File: src/rtl/core/cagrid_pkg.sv
// Shared types and constants for the cellular automaton grid block.
package cagrid_pkg;

   // Grid geometry; the coordinate field widths follow the fixed item layout.
   localparam int GRID_WIDTH  = 16;
   localparam int GRID_HEIGHT = 8;
   localparam int X_W         = 4;
   localparam int Y_W         = 3;
   localparam int ROW_W       = (GRID_HEIGHT > 1) ? $clog2(GRID_HEIGHT) : 1;

   // Operation codes carried by a request beat.
   typedef enum logic [1:0] {
      OP_WRITE   = 2'd0,
      OP_READ    = 2'd1,
      OP_ADVANCE = 2'd2
   } op_type;

   // Rule selection held in the mode register.
   localparam logic RULE_XOR  = 1'b0;
   localparam logic RULE_LIFE = 1'b1;

   typedef logic [GRID_WIDTH-1:0] row_type;

   typedef struct packed {
      op_type           operation;
      logic [X_W-1:0]   cell_x;
      logic [Y_W-1:0]   cell_y;
      logic             cell_value;
   } req_type;

   typedef struct packed {
      logic read_value;
   } rsp_type;

   typedef struct packed {
      logic rule_mode;
   } csr_type;

endpackage

File: src/rtl/core/cagrid_if.sv
// Valid/ready channel interfaces for requests, responses and the mode register.
interface cagrid_req_if;
   import cagrid_pkg::*;
   logic    valid;
   logic    ready;
   req_type data;
   modport source (output valid, output data, input ready);
   modport sink   (input valid, input data, output ready);
endinterface

interface cagrid_rsp_if;
   import cagrid_pkg::*;
   logic    valid;
   logic    ready;
   rsp_type data;
   modport source (output valid, output data, input ready);
   modport sink   (input valid, input data, output ready);
endinterface

interface cagrid_csr_if;
   import cagrid_pkg::*;
   logic    valid;
   logic    ready;
   csr_type data;
   modport source (output valid, output data, input ready);
   modport sink   (input valid, input data, output ready);
endinterface

File: src/rtl/core/cellular_automaton_grid_step.sv
// Cellular automaton grid: one-bit cell store with write, read and generation step.
// Write and read beats complete on acceptance; a read response is registered and appears
// the cycle after acceptance, and a new beat is taken while it waits if it drains.
// An advance beat steps through every row: the shared row unit computes one row
// of the next generation per cycle while the rows rotate past it.
// Synchronous active-high reset clears every cell and selects the Life rule.
module cellular_automaton_grid_step (
   input  logic                   clock,
   input  logic                   reset,
   cagrid_req_if.sink             req,
   cagrid_rsp_if.source           rsp,
   cagrid_csr_if.sink             csr
);
   import cagrid_pkg::*;

   typedef enum logic {
      ST_IDLE,
      ST_ADVANCE
   } state_type;

   state_type                 state_ff, state_in;
   row_type [GRID_HEIGHT-1:0] grid_ff, grid_in;
   row_type                   prev_ff, prev_in;
   logic [ROW_W-1:0]          row_ff, row_in;
   logic                      rule_ff, rule_in;
   logic                      rsp_valid_ff, rsp_valid_in;
   rsp_type                   rsp_data_ff, rsp_data_in;

   logic                      req_fire;
   logic                      on_grid;
   logic                      last_row;
   row_type                   up_row, cur_row, dn_row, new_row;
   logic [GRID_WIDTH+1:0]     up_pad, cur_pad, dn_pad;
   logic [3:0]                count [GRID_WIDTH];

   // Handshakes.
   assign req.ready = (state_ff == ST_IDLE) && (!rsp_valid_ff || rsp.ready);
   assign req_fire  = req.valid && req.ready;
   assign csr.ready = 1'b1;
   assign rsp.valid = rsp_valid_ff;
   assign rsp.data  = rsp_data_ff;

   assign on_grid = (int'(req.data.cell_x) < GRID_WIDTH) &&
                    (int'(req.data.cell_y) < GRID_HEIGHT);

   // Row unit inputs: the head row is the one being computed, the saved row is
   // the old row above it, and the next row is zero past the bottom edge.
   assign last_row = (row_ff == ROW_W'(GRID_HEIGHT - 1));
   assign up_row   = prev_ff;
   assign cur_row  = grid_ff[0];
   assign dn_row   = last_row ? '0 : grid_ff[1];
   assign up_pad   = {1'b0, up_row, 1'b0};
   assign cur_pad  = {1'b0, cur_row, 1'b0};
   assign dn_pad   = {1'b0, dn_row, 1'b0};

   // One lane per column: neighbor count and rule for the new cell value.
   always_comb begin
      for (int i = 0; i < GRID_WIDTH; i++) begin
         count[i] = 4'(up_pad[i]) + 4'(up_pad[i+1]) + 4'(up_pad[i+2])
                  + 4'(cur_pad[i]) + 4'(cur_pad[i+2])
                  + 4'(dn_pad[i]) + 4'(dn_pad[i+1]) + 4'(dn_pad[i+2]);
         if (rule_ff == RULE_LIFE) begin
            new_row[i] = (count[i] == 4'd3) || (cur_row[i] && (count[i] == 4'd2));
         end else begin
            new_row[i] = cur_row[i] ^ cur_pad[i] ^ cur_pad[i+2] ^ up_row[i] ^ dn_row[i];
         end
      end
   end

   // Sequencer and next-state logic.
   always_comb begin
      state_in     = state_ff;
      grid_in      = grid_ff;
      prev_in      = prev_ff;
      row_in       = row_ff;
      rule_in      = rule_ff;
      rsp_valid_in = rsp_valid_ff && !rsp.ready;
      rsp_data_in  = rsp_data_ff;

      if (csr.valid) begin
         rule_in = csr.data.rule_mode;
      end

      case (state_ff)
         ST_IDLE: begin
            if (req_fire) begin
               case (req.data.operation)
                  OP_WRITE: begin
                     if (on_grid) begin
                        grid_in[req.data.cell_y][req.data.cell_x] = req.data.cell_value;
                     end
                  end
                  OP_READ: begin
                     rsp_valid_in = 1'b1;
                     rsp_data_in.read_value =
                        on_grid && grid_ff[req.data.cell_y][req.data.cell_x];
                  end
                  OP_ADVANCE: begin
                     state_in = ST_ADVANCE;
                     row_in   = '0;
                     prev_in  = '0;
                  end
                  default: begin
                  end
               endcase
            end
         end
         ST_ADVANCE: begin
            // Rotate rows up by one; the new row enters at the tail, so once every
            // row has been replaced the rows are back in order.
            for (int r = 0; r < GRID_HEIGHT - 1; r++) begin
               grid_in[r] = grid_ff[r+1];
            end
            grid_in[GRID_HEIGHT-1] = new_row;
            prev_in = cur_row;
            row_in  = row_ff + ROW_W'(1);
            if (last_row) begin
               state_in = ST_IDLE;
            end
         end
         default: begin
            state_in = ST_IDLE;
         end
      endcase
   end

   // State and registered outputs.
   always_ff @(posedge clock) begin
      if (reset) begin
         state_ff     <= ST_IDLE;
         grid_ff      <= '0;
         row_ff       <= '0;
         rule_ff      <= RULE_LIFE;
         rsp_valid_ff <= 1'b0;
      end else begin
         state_ff     <= state_in;
         grid_ff      <= grid_in;
         row_ff       <= row_in;
         rule_ff      <= rule_in;
         rsp_valid_ff <= rsp_valid_in;
      end
      prev_ff     <= prev_in;
      rsp_data_ff <= rsp_data_in;
   end

endmodule
File: src/flat_wrapper.sv
// flat-port wrapper written by rule: the top's interface ports become plain ports
module cellular_automaton_grid_step_flat import cagrid_pkg::*;
  (clock, reset, req_valid, req_data, req_ready, rsp_valid, rsp_data, rsp_ready, csr_valid, csr_data, csr_ready);
  cagrid_req_if req_i ();
  cagrid_rsp_if rsp_i ();
  cagrid_csr_if csr_i ();
  input  logic clock;
  input  logic reset;
  input wire logic [$bits(req_i.valid)-1:0] req_valid;
  input wire logic [$bits(req_i.data)-1:0] req_data;
  output wire logic [$bits(req_i.ready)-1:0] req_ready;
  output wire logic [$bits(rsp_i.valid)-1:0] rsp_valid;
  output wire logic [$bits(rsp_i.data)-1:0] rsp_data;
  input wire logic [$bits(rsp_i.ready)-1:0] rsp_ready;
  input wire logic [$bits(csr_i.valid)-1:0] csr_valid;
  input wire logic [$bits(csr_i.data)-1:0] csr_data;
  output wire logic [$bits(csr_i.ready)-1:0] csr_ready;
  assign req_i.valid = req_valid;
  assign req_i.data = req_data;
  assign req_ready = req_i.ready;
  assign rsp_valid = rsp_i.valid;
  assign rsp_data = rsp_i.data;
  assign rsp_i.ready = rsp_ready;
  assign csr_i.valid = csr_valid;
  assign csr_i.data = csr_data;
  assign csr_ready = csr_i.ready;
  cellular_automaton_grid_step u_core (.clock(clock), .reset(reset), .req(req_i), .rsp(rsp_i), .csr(csr_i));
endmodule
File: config.mk
export PLATFORM = sky130hd
export DESIGN_NAME = cellular_automaton_grid_step_flat
export DESIGN_NICKNAME = d
export VERILOG_FILES = /design/src/rtl/core/cagrid_pkg.sv /design/src/rtl/core/cagrid_if.sv /design/src/rtl/core/cellular_automaton_grid_step.sv /design/src/flat_wrapper.sv
export SDC_FILE = /design/constraint.sdc
export NUM_CORES = 1
export LEC_CHECK = 0
export ABC_AREA = 1
export BUFFER_PORTS_ARGS = -buffer_cell sky130_fd_sc_hd__clkbuf_2
export CAP_MARGIN = 25
export CORE_ASPECT_RATIO = 0.9
export CORE_MARGIN = 2
export CORE_UTILIZATION = 35
export CTS_BUF_LIST = sky130_fd_sc_hd__clkbuf_4 sky130_fd_sc_hd__clkbuf_8 sky130_fd_sc_hd__clkbuf_16
export CTS_CLUSTER_DIAMETER = 40
export DETAILED_ROUTE_END_ITERATION = 8
export PLACE_DENSITY_LB_ADDON = 0.05
export SLEW_MARGIN = 30
export SYNTH_ARGS = -nofsm -noshare
export SYNTH_HDL_FRONTEND = slang
export SYNTH_SLANG_ARGS = --single-unit
File: constraint.sdc
create_clock -name clock -period 3.35 [get_ports clock]
set_input_delay 0.5025 -clock clock [delete_from_list [all_inputs] [get_ports clock]]
set_output_delay 0.5025 -clock clock [all_outputs]
set_load 0.05 [all_outputs]
==> impl_metrics.py, run 1 <==
metrics = {
    "logic_synthesis": {
        "syn_avg_cell_area_um2": 6.55,
        "synth_top_area_share_pct": 21.6,
        "syn_nets": 2047,
        "ys_seq_elements": 151,
        "synth_common_cells": "nand2_1, nand3_1, inv_1",
        "yosys.area.top_type": "nand2_1",
        "ys_seq_area_share_pct": 25.3,
        "synth_cell_types": 34,
        "synth_cells": 1924,
        "yosys-top-cells-area": "nand2_1, dfxtp_1, nand3_1",
        "synth-async-reset-ratio_pct": 0,
        "synth_edf_count": 17,
        "yosysWarnings": 0,
        "ys.flop_type": "dfxtp_1",
        "yosysMostFrequentCell": "nand2_1",
        "synth_area_mm2": 0.0126,
    },
    "timing": {
        "finalMaxSlewViolations": 0,
        "hold_viol": 0,
        "worst_pin_slew_ps": 973,
        "fin_skew_ps": 8.78,
        "setup_ws_ps": -113,
        "grt_setup_unrepaired": "true",
        "setup_violations": 14,
        "timing.fmax_mhz": 289,
        "fin_crit_ps": 3460,
        "period_share_pct": 103,
        "max-slew-margin-rel_pct": 35.0,
    },
    "layout": {
        "drive_gt1_share_pct": 12.0,
        "antenna_cells": 0,
        "syn_to_final_growth_pct": 12.7,
        "fillers": 3743,
        "final_nets": 2034,
        "postLayoutCoreUtil_pct": 40.3,
    },
    "critical_path": {
        "r2r_slack_ps": -110,
        "path_depth": 16,
        "crit_slowest_cell": "fa_1",
        "cp.arrival_ps": 3860,
        "endpoint_kind": "flop",
        "r2r-start": "u_core.row_ff[0]",
        "crit_chain": "ha_4, ha_4, clkinv_8, buf_12, nand2_4, fa_1, fa_1, inv_1, fa_1, inv_1, fa_1, a211oi_2, o21ai_1, nand2_1, a21oi_1, nor2_1",
        "worst-setup-path-type": "flop to flop",
        "cp_common_cell": "fa_1",
        "crit_fanout": 8,
        "critPathRequiredTime_ps": 3750,
        "start_kind": "flop",
        "path_buf_inv": 4,
        "critPathMaxStageDelay_ps": 500,
        "r2r_cells": 16,
        "cp_top_family": "adder cells",
        "r2r_end": "u_core.grid_ff[124]",
    },
    "grt": {
        "grt_pass1_wl_um": 68800,
        "antenna_found_initial": 0,
        "grt_pass1_vias": 12000,
        "grt-ovfl-total": 0,
        "grt_max_degree": 135,
        "grt.total_usage_pct": 23.8,
    },
    "clocking": {
        "clock_sinks": 151,
        "cts_made_buffers": 17,
        "cts-htree-levels": 4,
        "cts_tree": "built",
        "cts_hold_buf": 0,
        "clock-root-buffer": "clkbuf_16",
        "cts.path.max_buffers": 2,
        "clk_pin_slew_ps": 70,
        "clk_latency_ps": 460,
    },
    "die": {
        "rows": 65,
        "ios": 20,
        "core_area_mm2": 0.0353,
        "die_h_um": 184,
        "die_area_mm2": 0.0376,
        "start_util_pct": 35.7,
        "fp.dieW_um": 204,
    },
    "min_path": {
        "holdPathStages": 2,
        "hp-class": "primary input to flop",
        "min_from": "csr_valid",
        "hold_path_end": "u_core.rule_ff",
    },
    "run": {
        "maxCapViolCount": 0,
    },
    "power": {
        "power_density_mw_per_mm2": 313,
        "p_leak_nw": 5.87,
        "vdd_drop_max_mv": 0.315,
        "totalPowerFinal_mw": 4.44,
    },
    "drt": {
        "drc_errors": 0,
        "ant_nets": 0,
        "num_vias": 12400,
        "wirelength_um": 43200,
        "wire_per_inst_um": 18.1,
        "drt_iter0_markers": 812,
        "first_pass_iters": 7,
        "avgViaCountPerCell": 5.20,
    },
    "placement": {
        "port_buffers": 18,
        "gp_congestion": 0.808,
        "place_ws_ps": -302,
        "dp_hpwl_um": 28700,
    },
    "status": {
        "violations": "negative setup slack",
        "outcome": "complete, but fails checks",
    },
}
## worst max-delay path by stage
stage	from	to	slack, ps
after floorplan	u_core.row_ff[1]	u_core.grid_ff[125]	-40
after global placement	u_core.row_ff[1]	u_core.grid_ff[124]	-210
after detailed placement	u_core.row_ff[1]	u_core.grid_ff[124]	-300
after CTS	u_core.row_ff[0]	u_core.grid_ff[121]	-150
after global routing	u_core.row_ff[0]	u_core.grid_ff[123]	-270
final	u_core.row_ff[0]	u_core.grid_ff[124]	-110
## state kept, by name (all words and copies together) (netlist names)
register	count
u_core.cur_row	16
u_core.row_ff	3
u_core.state_ff	1
u_core.grid_ff	112
u_core.rsp.data	1
u_core.prev_ff	16
u_core.rsp.valid	1
u_core.rule_ff	1
## per-stage QoR
stage                     TNS, ps  area [um2]  hold slack [ps]  cells
after CTS                   -1380       14000              234   2385
after global routing        -3380       14200              243   2390
after global placement      -2300       13300              458   2353
after detailed placement    -3260       13300              467   2353
after floorplan             -67.1       12600              448   1924
final                        -886       14200              253   2390
## placed cells by master (no fill, tap or decap), types with 18 or more instances in the layout
cell type / instances
a31oi_1: 108
a21oi_1: 41
clkbuf_16: 18
fa_1: 47
xnor2_1: 39
dfxtp_1: 131
nand3_1: 246
buf_4: 79
inv_1: 169
nand2_1: 708
ha_1: 45
nor2_1: 58
o21ai_0: 25
inv_2: 18
## kinds of logic after synthesis
kind of cell | count (synthesis) | share of synthesized area (%)
AO/OA/AOI/OAI | 206 | 9.82
XOR/XNOR | 53 | 3.68
adder cells (fa/ha/maj) | 107 | 14.1
buffers and inverters | 332 | 11.4
flip-flops | 151 | 25.3
other | 1 | 0.0297
AND/OR/NAND/NOR | 1074 | 35.6
## area by class of cell
type | instances | area, um2 | share of cell area, %
clock buffer | 25 | 522 | 3.67
timing repair inverter | 1 | 11.3 | 0.0792
tap | 469 | 587 | 4.13
inverter | 191 | 732 | 5.15
multi-input combinational | 1441 | 8260 | 58.1
timing repair buffer | 108 | 883 | 6.21
sequential | 151 | 3200 | 22.5
clock inverter | 4 | 20.0 | 0.141
## repair_timing
item / in CTS / in global routing
gates cloned: 1 / 0
pin swaps: 30 / 34
buffers inserted: 2 / 5
gates resized for setup: 54 / 32
setup endpoints to repair: 14 / 14
## routing by layer
layer  vias up  share of wire (%)  routed length, um  global-route usage (%)
met5         -                  0                  0                       0
met4         0                2.4               1040                    7.28
met3        54                4.8               2050                    3.51
met2       313                 47              20300                    39.6
met1      5910                 46              19800                    31.8
li1       6157                  -                  -                       -
## power breakdown
part	switching [mW]	total, mW	internal [mW]
clock	0.843	1.91	1.07
sequential	0.0269	1.87	1.85
combinational	0.473	0.661	0.188
total	1.34	4.44	3.10
(Power assumes the default switching activity.)
==> run 2: changes to the inputs <==
--- a/config.mk
+++ b/config.mk
@@ -8,7 +8,7 @@
 export ABC_AREA = 1
 export BUFFER_PORTS_ARGS = -buffer_cell sky130_fd_sc_hd__clkbuf_2
 export CAP_MARGIN = 25
-export CORE_ASPECT_RATIO = 0.9
+export CORE_ASPECT_RATIO = 1.5
 export CORE_MARGIN = 2
 export CORE_UTILIZATION = 35
 export CTS_BUF_LIST = sky130_fd_sc_hd__clkbuf_4 sky130_fd_sc_hd__clkbuf_8 sky130_fd_sc_hd__clkbuf_16
==> run 2 against run 1 <==
The flow still finishes with violations (negative setup slack); core utilization about the same; count of clock-buffer cells in the layout down 3; global-route usage down 1.4 points; flip-flop and latch count unchanged; clock power up 21%; via count down 0.45%; critical path depth up 4; first-iteration DRC count down 1.8%; final area up 1.3%; setup slack worse by 59 ps; sequential power about the same; critical path type unchanged; critical endpoint is now u_core.grid_ff[125]; highest routed layer is now met5.
==> impl_metrics.py, run 2 (synthesis results as in run 1) <==
metrics = {
    "grt": {
        "gr-usage-met1_pct": 30.4,
        "grt.total_usage_pct": 22.4,
        "grt.busiest_layer": "met2",
        "met3_usage_pct": 2.68,
        "met2_usage_pct": 37.3,
        "antenna_found_initial": 1,
        "grt_max_degree": 145,
        "grt-ovfl-total": 0,
        "grt_pass1_vias": 11700,
        "grt_pass1_wl_um": 66700,
    },
    "drt": {
        "wirelength_um": 41800,
        "ant_nets": 0,
        "drt_iter0_markers": 797,
        "num_vias": 12400,
        "first_pass_iters": 7,
        "drc_errors": 0,
        "avgViaCountPerCell": 5.13,
        "wire_per_inst_um": 17.3,
    },
    "placement": {
        "port_buffers": 18,
        "placed_cells": 2374,
        "dp_hpwl_um": 28100,
        "place_area_mm2": 0.0135,
        "place_ws_ps": -319,
        "gp_congestion": 0.767,
    },
    "critical_path": {
        "start_kind": "flop",
        "cp_top_family": "adder cells",
        "critPathRequiredTime_ps": 3740,
        "cp.arrival_ps": 3910,
        "crit_fanout": 7,
        "worst-setup-path-type": "flop to flop",
        "r2r-start": "u_core.row_ff[0]",
        "crit_slowest_cell": "fa_1",
        "endpoint_kind": "flop",
        "critPathMaxStageDelay_ps": 500,
        "cp-startpoint": "u_core.row_ff[0]",
        "path_buf_inv": 5,
        "crit_chain": "ha_4, ha_4, clkinv_8, buf_6, nand2_4, fa_1, fa_1, inv_2, ha_4, inv_2, o21ai_2, inv_1, fa_1, nor2_1, o21ai_1, a31oi_1, nand2_1, nand3_1, nand2_1, nor2_1",
    },
    "die": {
        "fp.dieW_um": 159,
        "core_area_mm2": 0.0357,
        "rows": 85,
        "ios": 20,
        "die_h_um": 236,
        "die_area_mm2": 0.0376,
        "start_util_pct": 35.3,
    },
    "power": {
        "vdd_drop_max_mv": 0.291,
        "switching_share_pct": 28.6,
        "p_int_mw": 3.46,
        "power_frac_clock_pct": 47.6,
        "totalPowerFinal_mw": 4.85,
        "power_density_mw_per_mm2": 337,
        "pwr-share-comb_pct": 13.8,
        "p_leak_nw": 5.96,
        "p_switching_mw": 1.39,
        "seqPwrFrac_pct": 38.7,
    },
    "timing": {
        "period_share_pct": 105,
        "worst_pin_slew_ps": 850,
        "fin_crit_ps": 3520,
        "tns_ps": -994,
        "fin_skew_ps": 9.64,
        "finalMaxSlewViolations": 0,
        "setup_violations": 14,
        "grt_setup_unrepaired": "true",
        "max-slew-margin-rel_pct": 43.2,
        "setup_ws_ps": -172,
        "timing.fmax_mhz": 284,
        "hold_viol": 0,
    },
    "clocking": {
        "clk_pin_slew_ps": 70,
        "cts_tree": "built",
        "cts_hold_buf": 0,
        "clk_latency_ps": 460,
        "cts_made_buffers": 17,
        "clock-root-buffer": "clkbuf_16",
        "cts.path.max_buffers": 2,
        "cts-htree-levels": 4,
        "clock_sinks": 151,
    },
    "run": {
        "maxCapViolCount": 0,
    },
    "layout": {
        "fillers": 3883,
        "largest_reg_flops": 112,
        "largest-register": "u_core.grid_ff",
        "final_nets": 2044,
        "regArea_mm2": 0.00320,
        "finalNonFillerCells": 2412,
        "syn_to_final_growth_pct": 14.1,
        "postLayoutCellArea_mm2": 0.0144,
        "multi_input_area_mm2": 0.00821,
        "final_common_cell": "nand2_1",
        "layout_common_cells": "nand2_1, nand3_1, inv_1",
        "drive_gt1_share_pct": 12.3,
        "antenna_cells": 0,
    },
    "status": {
        "outcome": "complete, but fails checks",
        "violations": "negative setup slack",
    },
    "min_path": {
        "hp-class": "primary input to flop",
        "min_from": "csr_valid",
    },
}
## run 2: cell count changes in the layout (fill, tap and decap cells not counted), moves of 3 or more
cell	delta
nand2_2	+5
buf_4	+10
bufinv_16	+5
nand2_4	-5
clkinv_2	-3
clkinv_4	+3
## run 2: area by class of cell
cell class	instances	area share (%)
Multi-Input combinational cell	1441	57.0
Tap cell	478	4.16
Timing Repair Buffer	118	6.71
Clock buffer	22	3.38
Clock inverter	10	1.32
Timing Repair inverter	1	0.113
Sequential cell	151	22.2
Inverter	191	5.09
## run 2: final timing paths
check	cells past startpoint	slack (ps)	to
worst max-delay path	20	-170	u_core.grid_ff[125]
worst min-delay path	2	260	u_core.rule_ff
worst max register to register	20	-170	u_core.grid_ff[125]
worst min register to register	2	490	u_core.row_ff[1]
## run 2: power groups by stage
stage | clock [mW] | combinational, mW | sequential (mW)
after floorplan | 0 | 0.438 | 1.91
after global placement | 0 | 0.638 | 1.92
after global routing | 2.42 | 0.741 | 1.88
after detailed placement | 0 | 0.652 | 1.92
final | 2.31 | 0.668 | 1.88
after CTS | 2.36 | 0.664 | 1.88
## run 2: repair_timing
item,CTS,global route
hold endpoints to repair,0,0
gates cloned,1,0
gates resized for setup,46,27
pin swaps,33,31
setup buffers,1,4
endpoints found under the setup margin,14,14
## run 2: through the flow
step                util [%]  hold slack, ps
floorplan                  -             448
global route            40.3             248
global placement        37.6             458
finish                  40.3             256
detailed placement      37.6             470
CTS                     40.0             233
## run 2: per-layer routing
layer	vias to the layer above	wire length, um
met5	-	13
met4	2	895
met3	48	1560
met2	294	19800
met1	5860	19600
li1	6174	-
## run 2: worst reg2reg max path: stages, from the launching register on
cell and delay [ps]:
dfxtp_2 350, ha_4 140, ha_4 210, clkinv_8 100, buf_6 130, nand2_4 50
fa_1 420, fa_1 500, inv_2 40, ha_4 260, inv_2 40, o21ai_2 140
inv_1 60, fa_1 430, nor2_1 90, o21ai_1 80, a31oi_1 150, nand2_1 70
nand3_1 60, nand2_1 70, nor2_1 70
==> run 3: changes to the inputs <==
--- a/config.mk
+++ b/config.mk
@@ -8,7 +8,7 @@
 export ABC_AREA = 1
 export BUFFER_PORTS_ARGS = -buffer_cell sky130_fd_sc_hd__clkbuf_2
 export CAP_MARGIN = 25
-export CORE_ASPECT_RATIO = 1.5
+export CORE_ASPECT_RATIO = 0.7
 export CORE_MARGIN = 2
 export CORE_UTILIZATION = 35
 export CTS_BUF_LIST = sky130_fd_sc_hd__clkbuf_4 sky130_fd_sc_hd__clkbuf_8 sky130_fd_sc_hd__clkbuf_16
==> run 3 against run 2 <==
The run still ends with negative setup slack left; wire length grew 3.5%; flip-flop and latch count unchanged; clock power decreased by 6%; global-route usage increased by 1.2 points; register-to-register slack better by 90 ps; clock skew increased by 2.6 ps; hold slack got worse by 14 ps; power shrank 2.6%; core utilization rose by 0.083 points; critical path depth down 3; sequential share of layout area about the same; final area grew 0.12%.
==> impl_metrics.py, run 3 (synthesis results as in run 1) <==
metrics = {
    "clocking": {
        "cts_tree": "built",
        "cts-htree-levels": 4,
        "clk_latency_ps": 460,
        "cts.path.max_buffers": 2,
        "clk_pin_slew_ps": 70,
        "clock-root-buffer": "clkbuf_16",
        "cts_hold_buf": 0,
        "cts_made_buffers": 17,
        "clock_sinks": 151,
    },
    "power": {
        "p_leak_nw": 5.98,
        "vdd_drop_max_mv": 0.338,
        "totalPowerFinal_mw": 4.73,
        "power_density_mw_per_mm2": 328,
    },
    "grt": {
        "grt_pass1_vias": 12100,
        "grt.total_usage_pct": 23.6,
        "antenna_found_initial": 0,
        "grt_pass1_wl_um": 68800,
        "grt_max_degree": 135,
        "grt-ovfl-total": 0,
    },
    "die": {
        "die_area_mm2": 0.0376,
        "start_util_pct": 35.3,
        "die_h_um": 163,
        "fp.dieW_um": 231,
        "rows": 58,
        "core_area_mm2": 0.0357,
        "ios": 20,
    },
    "critical_path": {
        "crit_chain": "ha_4, ha_4, clkinv_8, buf_8, nand2_4, buf_6, fa_1, fa_1, inv_2, fa_2, inv_2, fa_1, a31o_2, o2111ai_1, nand2_1, a21oi_1, nor2_1",
        "crit_fanout": 7,
        "cp_common_cell": "fa_1",
        "start_kind": "flop",
        "critPathMaxStageDelay_ps": 520,
        "worst-setup-path-type": "flop to flop",
        "r2r_cells": 17,
        "cp.arrival_ps": 3770,
        "crit_slowest_cell": "fa_1",
        "endpoint_kind": "flop",
        "critPathRequiredTime_ps": 3690,
    },
    "drt": {
        "avgViaCountPerCell": 5.15,
        "num_vias": 12500,
        "drt_iter0_markers": 916,
        "wire_per_inst_um": 17.9,
        "wirelength_um": 43300,
        "first_pass_iters": 5,
        "drc_errors": 0,
        "ant_nets": 0,
    },
    "layout": {
        "layout_common_cells": "nand2_1, nand3_1, inv_1",
        "finalNonFillerCells": 2420,
        "largest_reg_flops": 112,
        "syn_to_final_growth_pct": 14.3,
        "final_nets": 2050,
        "multi_input_area_mm2": 0.00823,
        "regArea_mm2": 0.00320,
        "largest-register": "u_core.grid_ff",
        "fillers": 3906,
        "final_common_cell": "nand2_1",
        "drive_gt1_share_pct": 13.0,
        "postLayoutCellArea_mm2": 0.0144,
        "antenna_cells": 0,
    },
    "timing": {
        "finalMaxSlewViolations": 0,
        "worst_pin_slew_ps": 903,
        "hold_viol": 0,
        "setup_violations": 9,
        "setup_ws_ps": -79.3,
        "grt_setup_unrepaired": "true",
        "max-slew-margin-rel_pct": 39.6,
        "period_share_pct": 102,
        "timing.fmax_mhz": 292,
        "fin_skew_ps": 12.2,
        "fin_crit_ps": 3430,
    },
    "placement": {
        "place_area_mm2": 0.0135,
        "dp_hpwl_um": 29100,
        "gp_congestion": 0.819,
        "port_buffers": 18,
        "placed_cells": 2381,
    },
    "min_path": {
        "holdPathStages": 2,
        "hp-class": "primary input to flop",
    },
    "run": {
        "maxCapViolCount": 0,
    },
    "status": {
        "violations": "negative setup slack",
        "outcome": "complete, but fails checks",
    },
}
## run 3: metrics by stage
step	utilization (%)	TNS [ps]	hold WS [ps]	setup slack, ps
floorplan	-	-67.1	448	-42.9
finish	40.4	-531	242	-79.3
detailed placement	37.8	-3240	474	-286
global placement	37.8	-2250	459	-237
CTS	40.1	-1130	226	-133
global route	40.4	-2880	258	-305
## run 3: what timing repair did
item | CTS | global route
resized for setup | 55 | 30
setup buffers | 6 | 1
setup endpoints to repair | 14 | 14
pin swaps | 41 | 33
## run 3: routing by layer
| metal | vias up | GRT usage [%] | share of wire (%) |
|---|---|---|---|
| li1 | 6185 | - | - |
| met1 | 5974 | 33.2 | 50 |
| met2 | 261 | 37.8 | 45 |
| met3 | 42 | 3.10 | 3.6 |
| met4 | 0 | 6.60 | 1.9 |
| met5 | - | 0 | 0 |
## run 3: area by class of cell
cell class | instances | share of cell area, %
tap | 480 | 4.17
inverter | 191 | 5.11
clock inverter | 15 | 1.41
sequential | 151 | 22.2
timing repair buffer | 125 | 7.07
clock buffer | 17 | 2.95
multi-input combinational | 1441 | 57.1
## run 3: critical path, delay by kind of cell (launching register included)
kind | cells | cell delay (ps)
simple gates | 3 | 190
fa+ha+maj | 6 | 1910
compound gates | 3 | 440
buf+inv | 5 | 430
flops | 1 | 340
## run 3: path summary, 6_finish.rpt
check	from	endpoint	slack, ps
worst max-delay path	u_core.row_ff[0]	u_core.grid_ff[122]	-80
worst min-delay path	csr_valid	u_core.rule_ff	240
worst max register to register	u_core.row_ff[0]	u_core.grid_ff[122]	-80
worst min register to register	u_core.row_ff[1]	u_core.row_ff[1]	490
## run 3: power by group
| group | total (mW) | internal (mW) | switching (mW) |
|---|---|---|---|
| Clock | 2.18 | 1.25 | 0.926 |
| Sequential | 1.87 | 1.85 | 0.0260 |
| Combinational | 0.676 | 0.200 | 0.475 |
